==> config.mk <==
export PLATFORM = sky130hd
export DESIGN_NAME = booth_signed_multiplier_core
export DESIGN_NICKNAME = d
export VERILOG_FILES = /design/src/rtl/bsm_pkg.sv /design/src/rtl/booth_signed_multiplier_core.sv /design/src/rtl/bsm_stage.sv
export SDC_FILE = /design/constraint.sdc
export NUM_CORES = 1
export LEC_CHECK = 0
export BUFFER_PORTS_ARGS = -buffer_cell sky130_fd_sc_hd__buf_2
export CORE_MARGIN = 1
export CORE_UTILIZATION = 50
export CTS_CLUSTER_SIZE = 20
export DETAILED_ROUTE_END_ITERATION = 12
export PLACE_DENSITY_LB_ADDON = 0.3
export SYNTH_ARGS = -nofsm -noshare
export SYNTH_HDL_FRONTEND = slang
export SYNTH_HIERARCHICAL = 1
export SYNTH_SLANG_ARGS = --single-unit
==> constraint.sdc <==
create_clock -name clk -period 5.5 [get_ports clk]
set_input_delay 0.275 -clock clk [delete_from_list [all_inputs] [get_ports clk]]
set_output_delay 0.275 -clock clk [all_outputs]
set_load 0.005 [all_outputs]
==> src/rtl/bsm_pkg.sv <==
`timescale 1ns / 1ps
// ----------------------------------------------------------------------------
// bsm_pkg
// Shared types and helpers for the Booth signed multiplier core.
// ----------------------------------------------------------------------------
package bsm_pkg;

  typedef enum logic [1:0] {
    BOOTH_NOP = 2'b00,
    BOOTH_ADD = 2'b01,
    BOOTH_SUB = 2'b10
  } booth_op_t;

  // Radix-2 recoding of the pair {Q bit 0, extra bit}.
  function automatic booth_op_t booth_op(input logic q0, input logic extra);
    booth_op_t op;
    unique case ({q0, extra})
      2'b10:   op = BOOTH_SUB;
      2'b01:   op = BOOTH_ADD;
      default: op = BOOTH_NOP;
    endcase
    return op;
  endfunction

endpackage

==> src/rtl/booth_signed_multiplier_core.sv <==
`timescale 1ns / 1ps
// ----------------------------------------------------------------------------
// booth_signed_multiplier_core
// Radix-2 Booth multiplier, one recoding step per pipeline stage.
// ----------------------------------------------------------------------------
// Input stream s_*: one item holds the multiplicand and multiplier patterns
// (read as two's complement) and a separate sign bit for each. Output
// stream m_*: the 2*WIDTH-bit product pattern and a negative flag, the XOR
// of the two sign bits.
// Pipeline: WIDTH stages, one stage per Booth step. Throughput: one item
// per cycle while m_tready is high, set by the WIDTH-stage pipeline.
// Each stage has its own valid bit and loads when empty or when the next
// stage moves, so bubbles close up and a stalled output register holds its
// item while earlier stages keep filling.
// When m_tready stays low the pipeline fills; s_tready drops only once all
// WIDTH stages hold items. Nothing is lost or repeated.
// Reset clears every valid bit; the pipeline is empty after reset.
// ----------------------------------------------------------------------------
module booth_signed_multiplier_core #(
  parameter int WIDTH = 8
) (
  input  logic                                 clk,
  input  logic                                 rst,
  input  logic                                 s_tvalid,
  output logic                                 s_tready,
  // multiplicand, multiplicand_sign, multiplier, multiplier_sign, zero pad
  input  logic [((2*WIDTH+2+7)/8)*8-1:0]       s_tdata,
  output logic                                 m_tvalid,
  input  logic                                 m_tready,
  // product, negative, zero pad
  output logic [((2*WIDTH+1+7)/8)*8-1:0]       m_tdata
);

  localparam int ODW = ((2*WIDTH+1+7)/8)*8;

  logic             v     [WIDTH+1];
  logic             r     [WIDTH+1];
  logic [WIDTH-1:0] acc   [WIDTH+1];
  logic [WIDTH-1:0] q     [WIDTH+1];
  logic             extra [WIDTH+1];
  logic [WIDTH-1:0] m     [WIDTH+1];
  logic             neg   [WIDTH+1];

  assign v[0]     = s_tvalid;
  assign s_tready = r[0];
  assign acc[0]   = '0;
  assign m[0]     = s_tdata[WIDTH-1:0];
  assign q[0]     = s_tdata[2*WIDTH:WIDTH+1];
  assign extra[0] = 1'b0;
  assign neg[0]   = s_tdata[WIDTH] ^ s_tdata[2*WIDTH+1];

  for (genvar k = 0; k < WIDTH; k++) begin : g_step
    bsm_stage #(.WIDTH(WIDTH)) u_stage (
      .clk       (clk),
      .rst       (rst),
      .in_valid  (v[k]),
      .in_ready  (r[k]),
      .in_acc    (acc[k]),
      .in_q      (q[k]),
      .in_extra  (extra[k]),
      .in_m      (m[k]),
      .in_neg    (neg[k]),
      .out_valid (v[k+1]),
      .out_ready (r[k+1]),
      .out_acc   (acc[k+1]),
      .out_q     (q[k+1]),
      .out_extra (extra[k+1]),
      .out_m     (m[k+1]),
      .out_neg   (neg[k+1])
    );
  end

  assign r[WIDTH]  = m_tready;
  assign m_tvalid  = v[WIDTH];
  assign m_tdata   = {{(ODW-2*WIDTH-1){1'b0}}, neg[WIDTH], acc[WIDTH], q[WIDTH]};

endmodule

==> src/rtl/bsm_stage.sv <==
`timescale 1ns / 1ps
// ----------------------------------------------------------------------------
// bsm_stage
// One registered Booth step: add/subtract into the accumulator, then
// arithmetic shift of acc:q:extra. Carries the sign flag and multiplicand.
// ----------------------------------------------------------------------------
module bsm_stage #(
  parameter int WIDTH = 8
) (
  input  logic             clk,
  input  logic             rst,
  input  logic             in_valid,
  output logic             in_ready,
  input  logic [WIDTH-1:0] in_acc,
  input  logic [WIDTH-1:0] in_q,
  input  logic             in_extra,
  input  logic [WIDTH-1:0] in_m,
  input  logic             in_neg,
  output logic             out_valid,
  input  logic             out_ready,
  output logic [WIDTH-1:0] out_acc,
  output logic [WIDTH-1:0] out_q,
  output logic             out_extra,
  output logic [WIDTH-1:0] out_m,
  output logic             out_neg
);
  import bsm_pkg::*;

  booth_op_t        op;
  logic [WIDTH-1:0] sum;
  logic [WIDTH-1:0] acc_next;
  logic [WIDTH-1:0] q_next;

  assign in_ready = !out_valid || out_ready;

  always_comb begin
    op = booth_op(in_q[0], in_extra);
    unique case (op)
      BOOTH_ADD: sum = in_acc + in_m;
      BOOTH_SUB: sum = in_acc - in_m;
      default:   sum = in_acc;
    endcase
    acc_next = {sum[WIDTH-1], sum[WIDTH-1:1]};
    q_next   = {sum[0], in_q[WIDTH-1:1]};
  end

  always_ff @(posedge clk) begin
    if (rst) begin
      out_valid <= 1'b0;
    end else if (in_ready) begin
      out_valid <= in_valid;
    end
  end

  always_ff @(posedge clk) begin
    if (in_valid && in_ready) begin
      out_acc   <= acc_next;
      out_q     <= q_next;
      out_extra <= in_q[0];
      out_m     <= in_m;
      out_neg   <= in_neg;
    end
  end

endmodule

Yosys cells after proc, flatten, opt, wreduce, memory -nomap -nowiden. Index checks and enable logic that the tools add are counted.

Register bits: 199. Input port bits: 28. Output and inout port bits: 26. Logic and storage cells: 132.

Add/sub/neg operators: 15. Eq/ne operators: 30. Multiplexer cells: 16. Bitwise operators: 1. Reduce and logical (&&, ||, !) cells: 24.

Operator list (count): 8-bit one-hot mux with 2 select lines (8); 8-bit adder (7); 8-bit subtractor (7); 2-bit by 1-bit == test with 1-bit output, second input constant (15); 2-bit == test, second input constant (15); 2-bit one-hot mux with 2 select lines (7); 1-bit logical AND (8); 1-bit zero test (8); 1-bit logical OR (8); 1-bit by 8-bit subtractor with 8-bit output, first input constant (1); 2-bit two-way mux (1); 1-bit XOR (1).

Depth between registers and ports, before layout. Gate-level depths: netlist (run 1).

Depth after elaboration: 10. Gate-level depth with buffers: 12.

By module. Netlist (run 1), hierarchy kept.

By module, submodules not included: bsm_stage at g_step[0].u_stage ... (times used 7, cells an instance 100, area each 1308.8 sq um); bsm_stage at g_step[3].u_stage (times used 1, cells an instance 100, area each 1306.3 sq um); booth_signed_multiplier_core (times used 1, cells an instance 10, area each 72.6 sq um).

Worst setup path after synthesis (run 1). No wires, ideal clock.

Path kind: flip-flop to flip-flop. Start point: register g_step[0].u_stage.out_m[4]. End point: register, netlist name g_step[1].u_stage/out_acc[6]. Library setup time: 260 ps. Data arrival time: 2099 ps. Path slack: 3140 ps. Stages on the path, launching flop included: 11. Cell sequence: edfxtp_1 nor4_2 a21oi_1 xnor2_1 ha_1 a21o_1 a31o_1 a21oi_2 xnor2_1 nor2_1 xor2_1.

Longest elaborated chain between the ends: 2. Elaborated cells on any way between the ends: 3. Those cells by class: add/sub: 2; mux: 1.

Ends and longest elaborated chain: from (decl) (line bsm_stage.sv:24) `output logic [WIDTH-1:0] out_m,`; from (signal assigned) (line bsm_stage.sv:60) `out_m <= in_m;`; 8-bit subtractor / 8-bit adder (equally long branches) (line bsm_stage.sv:40, bsm_stage.sv:39); 8-bit one-hot mux with 2 select lines (*) (line bsm_stage.sv:38) `unique case (op)`; named net g_step[1].u_stage.sum[7] (line bsm_stage.sv:30) `logic [WIDTH-1:0] sum;`.

Mark *: on every way through the listed nets, which the timed path passes. The rest lies on a longest branch. A chain may end at the register's enable or synchronous reset.

Final worst setup path (run 1).
Start point: register g_step[4].u_stage.out_m[4]. End point: register, netlist name g_step[5].u_stage/out_acc[6].

Longest elaborated chain between the ends: 2. Elaborated cells on any way between the ends: 3. Those cells by class: add/sub: 2; mux: 1.

Ends and longest elaborated chain (line): from (decl) (bsm_stage.sv:24); from (signal assigned) (bsm_stage.sv:60); 8-bit subtractor / 8-bit adder (equally long branches) (bsm_stage.sv:40, bsm_stage.sv:39); 8-bit one-hot mux with 2 select lines (*) (bsm_stage.sv:38); named net g_step[5].u_stage.sum[7] (bsm_stage.sv:30).

Marks and branches as above.

==> results of run 1 <==
sequential cells by signal, summed over array words and instances (netlist names):
| register | count |
|---|---|
| g_step.u_stage/out_q | 64 |
| g_step.u_stage/out_m | 56 |
| g_step.u_stage/out_extra | 7 |
| g_step.u_stage/out_acc | 56 |
| g_step.u_stage/out_valid | 8 |
| g_step.u_stage/out_neg | 8 |
stage by stage:
stage	instances	setup slack [ns]	utilization	hold WS [ns]	total power (uW)
floorplan	823	3.14	-	0.344	2140
global placement	1101	2.79	0.531	0.400	2210
detailed placement	1101	2.79	0.531	0.405	2220
CTS	1138	2.78	0.563	0.00581	3430
global route	1138	2.55	0.563	0.00757	3550
finish	1138	2.79	0.563	0.0213	3400
metal layers:
layer | vias up | share of wire
met1 | 2766 | 0.42
li1 | 2970 | -
met2 | 87 | 0.54
met4 | 0 | 0.017
met3 | 17 | 0.029
met5 | - | 0
worst min-delay path by stage:
stage	start	end	slack [ns]	depth (start not counted)
6_report	s_tdata[13]	g_step[0].u_stage/out_q[3]	0.02	1
5_1_grt	s_tdata[13]	g_step[0].u_stage/out_q[3]	0.008	1
4_1_cts	s_tdata[13]	g_step[0].u_stage/out_q[3]	0.006	1
3_5_place_dp	g_step[2].u_stage/out_q[4]	g_step[3].u_stage/out_q[3]	0.40	0
3_3_place_gp	g_step[6].u_stage/out_q[4]	g_step[7].u_stage/out_q[3]	0.40	0
2_1_floorplan	rst	g_step[0].u_stage/out_valid	0.34	1
repair_timing:
item / 4_1_cts / 5_1_grt
hold endpoints to repair: 5 / 0
setup endpoints to repair: 0 / 0
hold buffers: 5 / 0
setup buffers: 0 / 0
area by class of cell:
cell class / instances / area, um^2 / area share
inverter: 56 / 210 / 0.0185
sequential: 199 / 5900 / 0.519
multi-input combinational: 536 / 4060 / 0.357
clock buffer: 18 / 439 / 0.0387
clock inverter: 14 / 160 / 0.0141
tap: 270 / 338 / 0.0298
timing repair buffer: 45 / 250 / 0.0220
report_power, final:
part	switching [uW]	internal, uW	total [uW]	leakage (uW)
registers	37.3	1730	1770	0.00182
clock network	590	621	1210	0.000294
logic	230	196	426	0.00218
total	857	2540	3400	0.00429
critical path, stage by stage (launching register included):
cell      delay (ns)
edfxtp_1        0.47
nor4_2          0.43
a21oi_1         0.15
xnor2_1         0.23
ha_1            0.32
a21o_1          0.19
a31o_1          0.18
a21oi_2         0.11
xnor2_1         0.14
nor2_1          0.07
xor2_1          0.15
cells in the final DEF (no fill, tap or decap), types with 7 or more instances in the layout:
| master | count |
|---|---|
| clkbuf_16 | 17 |
| nor3_1 | 24 |
| a21o_1 | 24 |
| a21oi_2 | 16 |
| buf_2 | 40 |
| a31oi_1 | 16 |
| xor2_1 | 33 |
| and2_1 | 8 |
| fa_1 | 8 |
| mux2_2 | 8 |
| a21oi_1 | 48 |
| conb_1 | 23 |
| o21bai_1 | 8 |
| nor4_2 | 8 |
| mux2i_1 | 16 |
| nand2_1 | 48 |
| nand2b_1 | 8 |
| ha_1 | 72 |
| xnor2_1 | 72 |
| o21ai_0 | 40 |
| edfxtp_1 | 191 |
| and4_1 | 8 |
| a31o_1 | 8 |
| dfxtp_1 | 8 |
| inv_1 | 56 |
| nor2_1 | 32 |
| nand3b_1 | 7 |
==> flow_metrics.py, run 1 <==
metrics = {
    "cts": {
        "cts_tree": "built",
        "cts_resized": 0,
        "clkTransAtPathRegs_ns": 0.07,
        "worstSkewPairLatency_ns": 0.43,
        "cts_max_path_buffers": 2,
        "ctsHtreeMaxLevel": 4,
        "cts_sinks": 199,
        "cts_made_buffers": 17,
        "root_buffer": "clkbuf_16",
    },
    "global_route": {
        "antenna_found_initial": 0,
        "grt_use_total": 0.164,
        "grt_overflow": 0,
        "met3_usage": 0.0330,
        "grt_pass1_vias": 5951,
        "gr-max-usage-layer": "met2",
        "met2_usage": 0.309,
        "grt_util_met1": 0.181,
        "grt_pass1_wl_mm": 27.4,
        "grt_max_degree": 26,
    },
    "final_layout": {
        "fin_area_um2": 11300,
        "num_antenna_cells": 0,
        "area_delta_synth_final_pct": 10.5,
        "drive_gt1_frac": 0.120,
        "fill_cells": 1668,
        "finish.net_count": 963,
    },
    "timing": {
        "drv_slew": 0,
        "rsz0062_at_grt": "no",
        "final-hold-violation-count": 0,
        "worst_slew_pin_slew_ns": 1.12,
        "min_period_ns": 2.71,
        "period_share": 0.492,
        "setup_violations": 0,
        "fin_skew_ns": 0.00842,
        "fmax_ghz": 0.370,
        "max_slew_margin": 0.253,
        "finalSetupTns_ns": 0,
    },
    "pwr": {
        "power_leakage_uw": 0.00429,
        "irDropWorstVdd_v": 0.000159,
        "power_density_nw_per_um2": 300,
    },
    "floorplan": {
        "initial_core_util": 0.509,
        "rows": 52,
        "die_width_um": 145,
        "io_pins": 54,
        "dieArea_um2": 21100,
        "die_h_um": 145,
        "core-area_um2": 20200,
    },
    "critical_path": {
        "crit_end": "g_step[5].u_stage/out_acc[6]",
        "ff2ff_path_depth": 10,
        "crit_fanout": 4,
        "reg2reg_setup_slack_ns": 2.79,
        "start_kind": "register",
        "path_class": "reg2reg",
        "end_kind": "register",
        "crit_path_start": "g_step[4].u_stage/out_m[4]",
        "crit_required_ns": 5.68,
        "reg2reg_from": "g_step[4].u_stage/out_m[4]",
        "arrival_ns": 2.88,
        "r2r-end": "g_step[5].u_stage/out_acc[6]",
    },
    "detailed_routing": {
        "drcViolationCount": 0,
        "drt_iter0_markers": 310,
        "wirelength_mm": 16.0,
        "post_drt_wl_per_cell_um": 14.0,
        "vias": 5840,
        "dr.pass1.iters": 4,
        "routed_via_density": 5.13,
        "ant_nets": 0,
    },
    "yosys": {
        "synthCells": 801,
        "synth_area_um2": 10300,
        "yosysWarnings": 6,
        "syn_area_per_cell_um2": 12.8,
    },
    "placement": {
        "dpl.hpwl_mm": 12.2,
        "place_congestion": 0.825,
        "placed_area_um2": 10700,
        "io_buffers": 40,
    },
    "worst_hold_path": {
        "min_path_type": "in2reg",
    },
    "flow_run": {
        "cap_violations": 0,
    },
    "run_status": {
        "status": "finished, final reports clean",
    },
}
Note: power is estimated with default switching activity, not from simulation.
==> inputs of run 2 (changes only) <==
==> constraint.sdc (replaced) <==
create_clock -name clk -period 2.49 [get_ports clk]
set_input_delay 0.1245 -clock clk [delete_from_list [all_inputs] [get_ports clk]]
set_output_delay 0.1245 -clock clk [all_outputs]
set_load 0.005 [all_outputs]
==> flow_metrics.py, run 2 (synthesis results as in run 1) <==
metrics = {
    "run_status": {
        "status": "complete, but fails checks",
        "violations": "negative setup slack",
    },
    "critical_path": {
        "start_kind": "register",
        "reg2reg_from": "g_step[1].u_stage/out_m[3]",
        "arrival_ns": 2.78,
        "reg2reg_setup_slack_ns": -0.12,
        "end_kind": "register",
        "crit_fanout": 4,
        "ff2ff_path_depth": 10,
        "path_class": "reg2reg",
        "crit_required_ns": 2.66,
        "r2r-end": "g_step[2].u_stage/out_acc[6]",
        "crit_path_start": "g_step[1].u_stage/out_m[3]",
    },
    "final_layout": {
        "largest-register": "g_step.u_stage/out_q",
        "final_cell_mix": "191 x edfxtp_1, 114 x buf_4, 70 x xnor2_1",
        "final_common_cell": "edfxtp_1",
        "area_delta_synth_final_pct": 24.7,
        "largest_reg_flops": 64,
        "final_cells": 1272,
        "num_antenna_cells": 0,
        "reg_top3": "g_step.u_stage/out_q: 64 flops, g_step.u_stage/out_acc: 56 flops, g_step.u_stage/out_m: 56 flops",
        "fin_area_um2": 12800,
        "drive_gt1_frac": 0.279,
        "fill_cells": 1499,
        "finish.net_count": 1097,
    },
    "placement": {
        "dpl.hpwl_mm": 12.9,
        "placed_area_um2": 11300,
        "dp_cells": 1181,
        "io_buffers": 40,
        "place_ws_ns": -0.0760,
        "place_congestion": 0.887,
    },
    "cts": {
        "cts_tree": "built",
        "clkTransAtPathRegs_ns": 0.07,
        "cts_made_buffers": 17,
        "root_buffer": "clkbuf_16",
        "worstSkewPairLatency_ns": 0.43,
        "ctsHtreeMaxLevel": 4,
        "cts_sinks": 199,
        "cts_max_path_buffers": 2,
    },
    "worst_hold_path": {
        "holdCritStartpoint": "s_tdata[13]",
        "min_path_type": "in2reg",
        "min_to": "g_step[0].u_stage/out_q[3]",
        "hold_depth": 2,
    },
    "pwr": {
        "power_density_nw_per_um2": 616,
        "irDropWorstVdd_v": 0.000495,
        "power.total_uw": 7890,
        "power_leakage_uw": 0.00500,
    },
    "timing": {
        "worst_slew_pin_slew_ns": 1.11,
        "finalSetupTns_ns": -0.125,
        "period_share": 1.05,
        "min_period_ns": 2.61,
        "final-hold-violation-count": 0,
        "fmax_ghz": 0.382,
        "setup_violations": 1,
        "fin_skew_ns": 0.00948,
        "finalWorstSetupSlack_ns": -0.125,
        "drv_slew": 0,
        "rsz0062_at_grt": "yes",
        "max_slew_margin": 0.262,
    },
    "global_route": {
        "met3_usage": 0.0327,
        "grt_overflow": 0,
        "grt_pass1_wl_mm": 28.8,
        "grt_use_total": 0.175,
        "met2_usage": 0.324,
        "antenna_found_initial": 0,
        "grt_pass1_vias": 6147,
        "grt_util_met1": 0.193,
        "grt_max_degree": 26,
        "gr-max-usage-layer": "met2",
    },
    "floorplan": {
        "io_pins": 54,
        "rows": 52,
        "dieArea_um2": 21100,
        "initial_core_util": 0.509,
        "die_width_um": 145,
        "core-area_um2": 20200,
        "die_h_um": 145,
    },
    "detailed_routing": {
        "dr.pass1.iters": 4,
        "drt_iter0_markers": 294,
        "drcViolationCount": 0,
        "post_drt_wl_per_cell_um": 14.5,
        "wirelength_mm": 18.4,
        "routed_via_density": 5.02,
        "ant_nets": 0,
        "vias": 6390,
    },
    "flow_run": {
        "cap_violations": 0,
    },
}
-- run 2: cell types whose count changed in the layout (fill, tap and decap cells not counted), moves of 6 or more --
cell	change
a21oi_2	+21
fa_2	+6
ha_4	+12
nor4_4	+8
ha_1	-13
a21oi_1	-21
dlygate4sd3_1	+17
buf_4	+114
nor4_2	-8
fa_1	-6
-- run 2: per-stage QoR --
| step | hold slack [ns] | utilization |
|---|---|---|
| 4_1_cts | 0.383 | 0.605 |
| 5_1_grt | 0.388 | 0.635 |
| 3_3_place_gp | 0.302 | 0.560 |
| 2_1_floorplan | 0.194 | - |
| 6_report | 0.399 | 0.635 |
| 3_5_place_dp | 0.303 | 0.560 |
-- run 2: worst max-delay path: stages, from the launching register on --
cell,delay [ns]
edfxtp_1,0.49
nor4_4,0.39
a21oi_2,0.10
xnor2_1,0.21
ha_1,0.30
a21o_1,0.17
a31o_1,0.18
a21oi_2,0.12
xnor2_1,0.13
nor2_1,0.07
xor2_1,0.18
-- run 2: per-layer routing --
layer  up-vias  share of wire  routed length [um]
met5         -              0                   0
met4         0          0.018                 331
met3        22          0.025                 459
met2        97           0.54                9900
met1      3028           0.42                7730
li1       3243              -                   -
-- run 2: cell type report --
class	instances	area [um^2]	share of cell area
Sequential cell	199	5900	0.460
Multi-Input combinational cell	536	4450	0.347
Timing Repair Buffer	179	1310	0.102
Clock buffer	18	429	0.0335
Tap cell	270	338	0.0264
Inverter	56	210	0.0164
Clock inverter	14	176	0.0138
-- run 2: what timing repair did --
item,4_1_cts,5_1_grt
endpoints found under the setup margin,14,67
pin swaps,10,67
hold endpoints to repair,25,0
setup buffers,6,31
gates resized for setup,8,74
hold buffers,22,0
-- run 2: worst max path at each step --
stage | endpoint | slack [ns] | depth (start not counted)
floorplan | g_step[1].u_stage/out_acc[6] | 0.13 | 10
global placement | g_step[6].u_stage/out_acc[6] | -0.08 | 10
detailed placement | g_step[6].u_stage/out_acc[6] | -0.08 | 10
CTS | g_step[6].u_stage/out_acc[6] | -0.06 | 10
global route | g_step[2].u_stage/out_acc[6] | -0.27 | 10
finish | g_step[2].u_stage/out_acc[6] | -0.12 | 10
-- run 2: where the power goes --
part	leakage [uW]	switching (uW)	internal [uW]	total, uW
Clock	0.000290	1320	1450	2780
Sequential	0.00182	76.1	3810	3890
Combinational	0.00289	601	619	1220
Total	0.00500	2000	5880	7890
